### config.mk
export PLATFORM = sky130hd
export DESIGN_NAME = ssn_front_flat
export DESIGN_NICKNAME = d
export VERILOG_FILES = /design/src/ssn_pkg.sv /design/src/ssn_if.sv /design/src/ssn_front.sv /design/src/flat_wrapper.sv
export SDC_FILE = /design/constraint.sdc
export NUM_CORES = 1
export LEC_CHECK = 0
export BUFFER_PORTS_ARGS = -buffer_cell sky130_fd_sc_hd__buf_2
export CAP_MARGIN = 10
export CORE_MARGIN = 3
export CORE_UTILIZATION = 57
export DETAILED_ROUTE_END_ITERATION = 8
export MAX_ROUTING_LAYER = met4
export PLACE_DENSITY = 0.8
export SYNTH_ARGS = -nofsm -noshare
export SYNTH_HDL_FRONTEND = slang
export SYNTH_SLANG_ARGS = --single-unit
### constraint.sdc
create_clock -name i_clk -period 12.5 [get_ports i_clk]
set_clock_uncertainty 0.15 [all_clocks]
set_input_delay 1.875 -clock i_clk [delete_from_list [all_inputs] [get_ports i_clk]]
set_output_delay 1.875 -clock i_clk [all_outputs]
set_load 0.05 [all_outputs]
### src/ssn_pkg.sv
// ----------------------------------------------------------------------------
// Sparse spiking neuron step package
// Shared types, constants and opcodes for the neuron step block.
// ----------------------------------------------------------------------------
package ssn_pkg;

    localparam int unsigned MAX_NEURONS_DEF  = 1024;
    localparam int unsigned NUM_SOURCES_DEF  = 1024;
    localparam int unsigned MAX_SYNAPSES_DEF = 16384;

    localparam int unsigned WEIGHT_SHIFT  = 10;
    localparam int unsigned CURRENT_SHIFT = 6;
    localparam int unsigned LEAK_SHIFT    = 14;

    localparam logic [15:0] LEAK_RESET  = 16'd14746;
    localparam logic [10:0] COUNT_RESET = 11'd1024;

    localparam logic [1:0] REG_LEAK    = 2'd0;
    localparam logic [1:0] REG_NEURONS = 2'd1;
    localparam logic [1:0] REG_SOURCES = 2'd2;

    typedef enum logic [2:0] {
        OP_ROW_PTR = 3'd0,
        OP_SYNAPSE = 3'd1,
        OP_NEURON  = 3'd2,
        OP_SPIKE   = 3'd3,
        OP_UPDATE  = 3'd4
    } t_opcode;

    typedef struct packed {
        logic [2:0]         opcode;
        logic [10:0]        source_index;
        logic [9:0]         neuron_index;
        logic [14:0]        synapse_pos;
        logic signed [7:0]  weight;
        logic signed [15:0] potential;
        logic signed [15:0] threshold;
        logic               refractory_in;
        logic               spiked_in;
    } t_item;

    typedef struct packed {
        logic               fired;
        logic signed [15:0] new_potential;
        logic               skipped;
    } t_result;

    typedef enum logic [2:0] {
        ST_CLEAR,
        ST_IDLE,
        ST_PTR,
        ST_WALK,
        ST_UPD_RD,
        ST_UPD_MUL,
        ST_UPD_OUT
    } t_state;

endpackage

### src/ssn_if.sv
// ----------------------------------------------------------------------------
// Sparse spiking neuron stream interfaces
// Valid/ready channels for input items and results.
// ----------------------------------------------------------------------------
interface ssn_item_if;
    logic               valid;
    logic               ready;
    ssn_pkg::t_item     data;
    modport source (output valid, output data, input ready);
    modport sink   (input valid, input data, output ready);
endinterface


### src/ssn_front.sv
// ----------------------------------------------------------------------------
// Sparse spiking neuron front end
// Accepts items, drops ones that do nothing, and queues the rest.
// ----------------------------------------------------------------------------
module ssn_front #(
    parameter int unsigned MAX_NEURONS  = ssn_pkg::MAX_NEURONS_DEF,
    parameter int unsigned NUM_SOURCES  = ssn_pkg::NUM_SOURCES_DEF,
    parameter int unsigned MAX_SYNAPSES = ssn_pkg::MAX_SYNAPSES_DEF
) (
    input  logic             i_clk,
    input  logic             i_rst_n,
    input  logic [10:0]      i_neuron_count,
    input  logic [10:0]      i_source_count,
    ssn_item_if.sink         s_in,
    output logic             o_q_valid,
    output ssn_pkg::t_item   o_q_item,
    input  logic             i_q_pop
);
    import ssn_pkg::*;

    localparam int unsigned DEPTH = 4;

    t_item      r_mem [DEPTH];
    logic [1:0] r_wr, r_rd;
    logic [2:0] r_cnt;
    logic       keep;
    logic       push;
    logic       pop;

    always_comb begin
        keep = 1'b0;
        case (s_in.data.opcode)
            OP_ROW_PTR: keep = 32'(s_in.data.source_index) <= NUM_SOURCES;
            OP_SYNAPSE: keep = 32'(s_in.data.synapse_pos) < MAX_SYNAPSES;
            OP_NEURON:  keep = 32'(s_in.data.neuron_index) < MAX_NEURONS;
            OP_SPIKE:   keep = (s_in.data.source_index < i_source_count) &&
                               (32'(s_in.data.source_index) < NUM_SOURCES);
            OP_UPDATE:  keep = ({1'b0, s_in.data.neuron_index} < i_neuron_count) &&
                               (32'(s_in.data.neuron_index) < MAX_NEURONS);
            default:    keep = 1'b0;
        endcase
    end

    assign s_in.ready = r_cnt != 3'(DEPTH);
    assign push       = s_in.valid && s_in.ready && keep;
    assign pop        = i_q_pop && (r_cnt != 3'd0);
    assign o_q_valid  = r_cnt != 3'd0;
    assign o_q_item   = r_mem[r_rd];

    always_ff @(posedge i_clk) begin
        if (push) begin
            r_mem[r_wr] <= s_in.data;
        end
    end

    always_ff @(posedge i_clk) begin
        if (!i_rst_n) begin
            r_wr  <= '0;
            r_rd  <= '0;
            r_cnt <= '0;
        end else begin
            if (push) r_wr <= r_wr + 2'd1;
            if (pop)  r_rd <= r_rd + 2'd1;
            r_cnt <= r_cnt + 3'(push) - 3'(pop);
        end
    end

endmodule

### src/flat_wrapper.sv
// flat-port wrapper written by rule: the top's interface ports become plain ports
module ssn_front_flat import ssn_pkg::*;
#(
    parameter int unsigned MAX_NEURONS  = ssn_pkg::MAX_NEURONS_DEF,
    parameter int unsigned NUM_SOURCES  = ssn_pkg::NUM_SOURCES_DEF,
    parameter int unsigned MAX_SYNAPSES = ssn_pkg::MAX_SYNAPSES_DEF
)
  (i_clk, i_rst_n, i_neuron_count, i_source_count, o_q_valid, o_q_item, i_q_pop, s_in_valid, s_in_data, s_in_ready);
  ssn_item_if s_in_i ();
  input  logic i_clk;
  input  logic i_rst_n;
  input  logic [10:0] i_neuron_count;
  input  logic [10:0] i_source_count;
  output logic o_q_valid;
  output ssn_pkg::t_item o_q_item;
  input  logic i_q_pop;
  input wire logic [$bits(s_in_i.valid)-1:0] s_in_valid;
  input wire logic [$bits(s_in_i.data)-1:0] s_in_data;
  output wire logic [$bits(s_in_i.ready)-1:0] s_in_ready;
  assign s_in_i.valid = s_in_valid;
  assign s_in_i.data = s_in_data;
  assign s_in_ready = s_in_i.ready;
  ssn_front #(.MAX_NEURONS(MAX_NEURONS), .NUM_SOURCES(NUM_SOURCES), .MAX_SYNAPSES(MAX_SYNAPSES)) u_core (.i_clk(i_clk), .i_rst_n(i_rst_n), .i_neuron_count(i_neuron_count), .i_source_count(i_source_count), .s_in(s_in_i), .o_q_valid(o_q_valid), .o_q_item(o_q_item), .i_q_pop(i_q_pop));
endmodule
==> impl_results.rst, run 1 <==
.. list-table::
   :header-rows: 1

   * - Metric
     - Value
   * - Result of the run
     - finished, final reports clean
   * - Area growth, synth to finish
     - 17.6%
   * - Number of storage elements in the synthesis netlist
     - 333
   * - Post-route antenna net violation count
     - 0
   * - Synth Area per Inst
     - between 20 and 25 um2
   * - Logic gate share of total power
     - 0.266
   * - H-Tree Level Count
     - 1
   * - Clock network power share
     - 0.288
   * - Min-Delay Path Class
     - flop to flop
   * - CTS clock-pin slew for the worst setup and hold paths
     - about 60 ps
   * - Vias per cell
     - 5.83
   * - Total of hold buffers inserted after clock tree synthesis
     - 0
   * - Drt first pass iters
     - 5
   * - Final routed DRC violation total
     - 0
   * - Share of the core filled with cells in the final layout
     - 0.685
   * - Number of buffers on the longest clock path
     - 3
   * - Reg2Reg Setup Slack
     - about 10000 ps
   * - Initial antenna violation count
     - 3
   * - Length in cells of the worst reg-to-reg path
     - 9
   * - Ys flop type
     - edfxtp_1
   * - Post-CTS setup buffer count
     - 0
   * - Clock sink count
     - roughly 330
   * - Number of resized instances in the post-cts repair step
     - 0
   * - Portion of total power attributed to sequential cells
     - 0.447
   * - Startpoint of the most critical hold path
     - u_core.r_rd[1]
   * - WP data arrival
     - ~3100 ps
   * - Final-report max-slew violation count
     - 0
   * - Placer congestion estimate
     - about 0.89
   * - Int Power
     - 1990 uW
   * - Achievable Freq
     - just under 200 MHz
   * - Switching power as a share of total power
     - 0.318
   * - Required @ worst endpoint
     - 10470 ps
   * - Total vias in the final route
     - ~6.3k
   * - Mapped Area
     - roughly 13000 um2
   * - Clk Tree Root Cell
     - clkbuf_16
   * - Ratio of total power to cell area
     - between 150 and 200 nW/um2
   * - CP Launch Type
     - flop
   * - Global-route wire length before repair
     - approximately 36000 um
   * - Clock tree from TritonCTS
     - done
   * - Y dimension of the die
     - between 150 and 200 um
   * - Max-cap check violation count
     - 0
   * - Fraction of registers with async set or reset after synthesis
     - 0
   * - Starting utilization of the core area
     - 0.583
   * - Hpwl dp
     - approximately 15000 um
   * - Measured slew at the worst slew-check pin
     - around 1000 ps
   * - Count of flip-flops with a built-in enable after synthesis
     - between 300 and 400
   * - Maximum fanout count along the critical path
     - just over 50
   * - Total of buffers placed on input and output ports
     - 189
   * - Clock period minus final worst setup slack
     - between 5000 and 6000 ps
   * - Site Rows
     - 54
   * - Final count of negative-setup-slack endpoints
     - 0
   * - Final worst path period share
     - 0.411
   * - Mapped Nets
     - between 600 and 700
   * - Max-Slew Margin vs Limit
     - 0.326
   * - Cell count after synthesis
     - between 500 and 600
   * - TritonCTS Buffers
     - 31
   * - Worst setup EP type
     - output port
   * - Fin Setup TNS
     - 0 ps
   * - Critical setup path kind
     - flop to output port
   * - X dimension of the die
     - between 150 and 200 um
   * - Die Outline Area
     - about 24000 um2
   * - Average detailed-routed wire length per instance
     - 21.6 um
   * - Leak Pwr
     - 0.00515 uW
   * - Number of warnings printed during yosys synthesis
     - 0
   * - Reg-to-reg endpoint
     - u_core.r_cnt[2]
   * - Number of distinct library cells after synthesis
     - 38
   * - Largest net degree at the start of global routing
     - 52
   * - Number of stages on the worst hold path
     - 2
   * - Reg-to-Reg Start
     - u_core.r_cnt[0]
   * - Sw power
     - around 930 uW
   * - Io pins
     - 190
   * - RSZ-0062 raised after global routing
     - no
   * - Core area
     - roughly 22000 um2
   * - Initial detailed-routing violation count
     - approximately 450
   * - Nets
     - between 900 and 1k
   * - Sequential area share after synthesis
     - 0.777
   * - DRT Wirelength
     - approximately 23000 um
   * - Final count of hold timing violations
     - 0
   * - Worst IR Drop VDD
     - around 0.16 mV
   * - Share of cells above drive strength 1
     - 0.420
   * - Clock insertion delay at the later pin of the skew report
     - roughly 540 ps
   * - Number of global-route vias before repair
     - around 6.6k
   * - Global routing usage summed across all routing layers
     - 0.199
   * - Remaining Overflow, GRT
     - 0
cell usage in the layout, fill, tap and decap left out, types with 2 or more instances in the layout:
cell,count
clkinv_2,5
clkbuf_16,31
a31oi_1,4
dfxtp_1,7
nor4_1,2
dfxtp_4,2
nor2b_1,2
buf_4,10
inv_6,2
xnor2_1,3
inv_1,26
diode_2,4
nand2_1,7
nand3_1,2
o21ai_1,3
and4_1,3
o21ai_0,6
clkinv_1,8
mux4_2,81
nor3b_2,4
a21oi_1,5
ha_1,25
nor2_1,6
a21o_2,2
edfxtp_1,324
and2_1,8
a211oi_1,2
clkbuf_1,6
buf_2,189
o211ai_1,2
worst max-delay path by stage:
stage	from	to	slack, ps	cells past startpoint
2_1_floorplan	i_neuron_count[9]	u_core.r_mem[0][0]	2780	7
3_3_place_gp	s_in_data[59]	u_core.r_cnt[2]	7790	12
3_5_place_dp	s_in_data[69]	u_core.r_cnt[2]	7730	12
4_1_cts	flop	o_q_item[13]	7220	3
5_1_grt	flop	o_q_item[13]	7050	3
6_report	flop	o_q_item[13]	7370	3
state kept, by name, indices dropped and copies added, names as in the netlist, named ones only:
register	cells
u_core.r_mem	324
u_core.r_wr	2
u_core.r_rd	2
u_core.r_cnt	3
kinds of logic (layout without fill, tap and decap cells):
| family | count (synthesis) | count (layout) | share of synthesized area |
|---|---|---|---|
| DFF | 333 | 333 | 0.777 |
| adders and majority gates | 26 | 26 | 0.0261 |
| other | 0 | 4 | 0 |
| and+or+nand+nor | 42 | 42 | 0.0196 |
| AOI/OAI and AO/OA | 30 | 30 | 0.0179 |
| buffers and inverters | 44 | 280 | 0.0137 |
| muxes | 81 | 81 | 0.143 |
| xor gates and xnor gates | 4 | 4 | 0.00275 |
Yosys cell counts, types with 3 or more instances:
library cell	n	area, um2
a21oi_1	5	25.0
inv_1	26	97.6
edfxtp_1	324	9730
nand2_1	7	26.3
o21ai_0	6	30.0
o21ai_1	3	15.0
mux4_2	81	1820
nor2_1	6	22.5
and4_1	3	26.3
nor3b_1	5	37.5
clkbuf_1	10	37.5
buf_2	8	40.0
ha_1	25	313
dfxtp_1	9	180
a31oi_1	4	25.0
and2_1	8	50.1
xnor2_1	3	26.3
through the flow:
step                setup WS [ps]  instances  hold WS, ps  total power, uW  area (um2)
global placement             7790       1021          417             2100       14100
detailed placement           7730       1021          426             2120       14100
floorplan                    2780        560          400             1940       12800
global route                 7050       1079          475             3040       15000
finish                       7370       1080          443             2920       15000
CTS                          7220       1076          439             2960       15000
cell type report:
cell class                 instances  area (um2)
inverter                          26        97.6
antenna                            4        10.0
clock buffer                      37         798
sequential                       333        9920
clock inverter                    18         119
tap                              280         350
multi-input combinational        183        2690
timing repair buffer             199        1020
fill                            1395        6890
worst max-delay path: stages, from the launching register on:
cell and delay (ps):
dfxtp_4 750, buf_4 890, mux4_2 650, buf_2 240
metal layers:
layer | vias to the layer above | wire [um] | track usage
li1 | 2776 | - | -
met1 | 3238 | 9390 | 0.281
met2 | 254 | 11700 | 0.312
met3 | 31 | 1810 | 0.0336
met4 | 0 | 385 | 0.0509
met5 | - | 0 | -
power groups by stage:
stage                     combinational, uW  clock [uW]  sequential (uW)
after CTS                               787         861             1310
after global placement                  775           0             1330
after detailed placement                785           0             1330
final                                   776         841             1310
after floorplan                         643           0             1300
after global routing                    820         908             1310
Note: power is estimated with default switching activity, not from simulation.
==> run 2, diff against run 1 <==
--- a/config.mk
+++ b/config.mk
@@ -8,10 +8,10 @@
 export BUFFER_PORTS_ARGS = -buffer_cell sky130_fd_sc_hd__buf_2
 export CAP_MARGIN = 10
 export CORE_MARGIN = 3
-export CORE_UTILIZATION = 57
+export CORE_UTILIZATION = 51
 export DETAILED_ROUTE_END_ITERATION = 8
 export MAX_ROUTING_LAYER = met4
-export PLACE_DENSITY = 0.8
+export PLACE_DENSITY = 0.75
 export SYNTH_ARGS = -nofsm -noshare
 export SYNTH_HDL_FRONTEND = slang
 export SYNTH_SLANG_ARGS = --single-unit
==> constraint.sdc (replaced) <==
create_clock -name i_clk -period 4.2 [get_ports i_clk]
set_clock_uncertainty 0.15 [all_clocks]
set_input_delay 0.63 -clock i_clk [delete_from_list [all_inputs] [get_ports i_clk]]
set_output_delay 0.63 -clock i_clk [all_outputs]
set_load 0.05 [all_outputs]
==> run 2 against run 1 <==
Effect of this change: via count is 0.56% lower; sequential cell count stayed put; count of clock-buffer cells in the layout is 11 higher; register-to-register slack worse by 8300 ps; critical endpoint is now u_core.r_cnt[2].
==> impl_results.rst, run 2 (same netlist as run 1, synthesis figures left out) <==
.. list-table::
   :header-rows: 1

   * - Metric
     - Value
   * - Result of the run
     - finished, final reports clean
   * - Fillers
     - 1682
   * - Critical setup path kind
     - primary input to flop
   * - Die Outline Area
     - about 27000 um2
   * - Commonest non-fill, non-tap cell in the layout
     - edfxtp_1
   * - Leading cell types in the layout, fill and taps excluded
     - edfxtp_1 (324), buf_2 (189), mux4_2 (81)
   * - Worst IR Drop VDD
     - approximately 0.37 mV
   * - Y dimension of the die
     - between 150 and 200 um
   * - Maximum fanout count along the critical path
     - 5
   * - TritonCTS Buffers
     - 35
   * - Startpoint of the most critical setup path
     - s_in_data[59]
   * - Global routing usage summed across all routing layers
     - 0.186
   * - Total of hold buffers inserted after clock tree synthesis
     - 0
   * - Total Power Consumption
     - between 9000 and 10000 uW
   * - Vias per cell
     - approximately 5.5
   * - Slowest library cell on the worst path
     - a211oi_4
   * - Share of the core filled with cells in the final layout
     - 0.630
   * - Placer congestion estimate
     - about 0.84
   * - Remaining Overflow, GRT
     - 0
   * - Clock insertion delay at the later pin of the skew report
     - around 500 ps
   * - Final worst setup slack
     - slightly below 1000 ps
   * - Achievable Freq
     - roughly 310 MHz
   * - Average detailed-routed wire length per instance
     - approximately 21 um
   * - Share of cells above drive strength 1
     - 0.434
   * - WP data arrival
     - around 3500 ps
   * - Starting utilization of the core area
     - 0.521
   * - Clk Tree Root Cell
     - clkbuf_16
   * - Number of resized instances in the post-cts repair step
     - 0
   * - Area of combinational cells with multiple inputs
     - around 2800 um2
   * - RSZ-0062 raised after global routing
     - no
   * - Total vias in the final route
     - 6264
   * - Min-Delay Path Class
     - primary input to flop
   * - Placed insts
     - 1066
   * - Clock tree from TritonCTS
     - done
   * - Nets
     - roughly 910
   * - Post-CTS setup buffer count
     - 0
   * - Filler-free cell count of the finished design
     - 1130
   * - Startpoint of the most critical hold path
     - s_in_data[32]
   * - Hpwl dp
     - roughly 15000 um
   * - Initial antenna violation count
     - 2
   * - CTS clock-pin slew for the worst setup and hold paths
     - about 60 ps
   * - Site Rows
     - between 50 and 60
   * - Final worst path period share
     - 0.764
   * - Area growth, synth to finish
     - 20.8%
   * - Initial detailed-routing violation count
     - ~460
   * - Post-route antenna net violation count
     - 0
   * - Worst setup EP type
     - flop
   * - Drt first pass iters
     - 4
   * - Clock sink count
     - between 300 and 400
   * - Io pins
     - 190
   * - Number of flip-flops under the largest register name
     - ~320
   * - Clock period minus final worst setup slack
     - 3210 ps
   * - Largest delay share family, worst path
     - compound AO/OA/AOI/OAI gates
   * - H-Tree Level Count
     - 2
   * - Ratio of total power to cell area
     - about 590 nW/um2
   * - Critical Path Max Stage Delay
     - 510 ps
   * - Largest net degree at the start of global routing
     - 51
   * - Number of buffers on the longest clock path
     - 3
   * - Core area
     - about 24000 um2
   * - Global-route wire length before repair
     - ~37000 um
   * - CP Launch Type
     - primary input
   * - Critical Path, Cell by Cell
     - buf_2 -> ha_1 -> nand2_1 -> o21ai_0 -> a221oi_4 -> a211oi_4 -> nor2_1 -> ha_1 -> fa_1 -> xnor2_1 -> xnor2_1 -> and2_1
   * - Measured slew at the worst slew-check pin
     - 716 ps
   * - Reg2Reg Setup Slack
     - approximately 1600 ps
   * - Largest register by flop count
     - u_core.r_mem
   * - Worst slack, placed
     - 456 ps
   * - Required @ worst endpoint
     - 4440 ps
   * - Final routed DRC violation total
     - 0
   * - Final-report max-slew violation count
     - 0
   * - Total of buffers placed on input and output ports
     - about 190
   * - Reg-to-Reg Start
     - u_core.r_cnt[0]
   * - Number of global-route vias before repair
     - about 6.7k
   * - DRT Wirelength
     - between 20000 and 25000 um
   * - Final count of negative-setup-slack endpoints
     - 0
   * - FF/Latch Area
     - 9920 um2
   * - Number of buffer and inverter stages on the critical path
     - 1
   * - X dimension of the die
     - about 160 um
   * - Max-cap check violation count
     - 0
   * - Leak Pwr
     - approximately 0.0053 uW
   * - Registers with the highest flip-flop counts
     - u_core.r_mem x324, u_core.r_cnt x3
   * - Final count of hold timing violations
     - 0
   * - Max-Slew Margin vs Limit
     - 0.523
-- run 2: cell types whose count changed in the layout (fill, tap and decap cells not counted), sizes merged --
cell / change
clkinv: -1
clkbuf: +11
diode: -2
clkinvlp: -1
buf: +1
inv: -2
-- run 2: routing by layer --
metal	vias up	routed length [um]	GRT usage
met2	225	12200	0.312
li1	2788	-	-
met1	3202	9580	0.235
met5	-	0	-
met4	0	539	0.0492
met3	49	1560	0.0361
-- run 2: stage by stage --
| stage | hold slack [ps] | setup TNS (ps) | area [um2] |
|---|---|---|---|
| 6_report | 201 | 0 | 15400 |
| 2_1_floorplan | 400 | -67280 | 12900 |
| 5_1_grt | 185 | 0 | 15400 |
| 3_5_place_dp | 438 | 0 | 14300 |
| 4_1_cts | 181 | 0 | 15400 |
| 3_3_place_gp | 417 | 0 | 14300 |
-- run 2: layout make-up --
class                           count  area share
Antenna cell                        2    0.000325
Clock buffer                       48      0.0634
Clock inverter                     14     0.00585
Inverter                           26     0.00731
Multi-Input combinational cell    183       0.182
Sequential cell                   333       0.644
Tap cell                          324      0.0263
Timing Repair Buffer              200      0.0708
-- run 2: path summary, 6_finish.rpt --
path | cells past startpoint | to
setup / recovery | 12 | u_core.r_cnt[2]
hold / removal | 1 | u_core.r_mem[3][32]
setup reg to reg | 9 | u_core.r_cnt[2]
hold reg to reg | 2 | flop
-- run 2: worst reg2reg max path: cells and delay by family, from the launching register on --
kind / cells / cell delay (ps)
AND/OR/NAND/NOR: 3 / 790
flip-flops: 1 / 330
adder cells (fa/ha/maj): 3 / 860
XOR/XNOR: 2 / 300
buffers and inverters: 1 / 40
-- run 2: power breakdown --
group	switching, uW	internal [uW]
combinational	1630	786
sequential	58.6	3760
clock	1150	1690
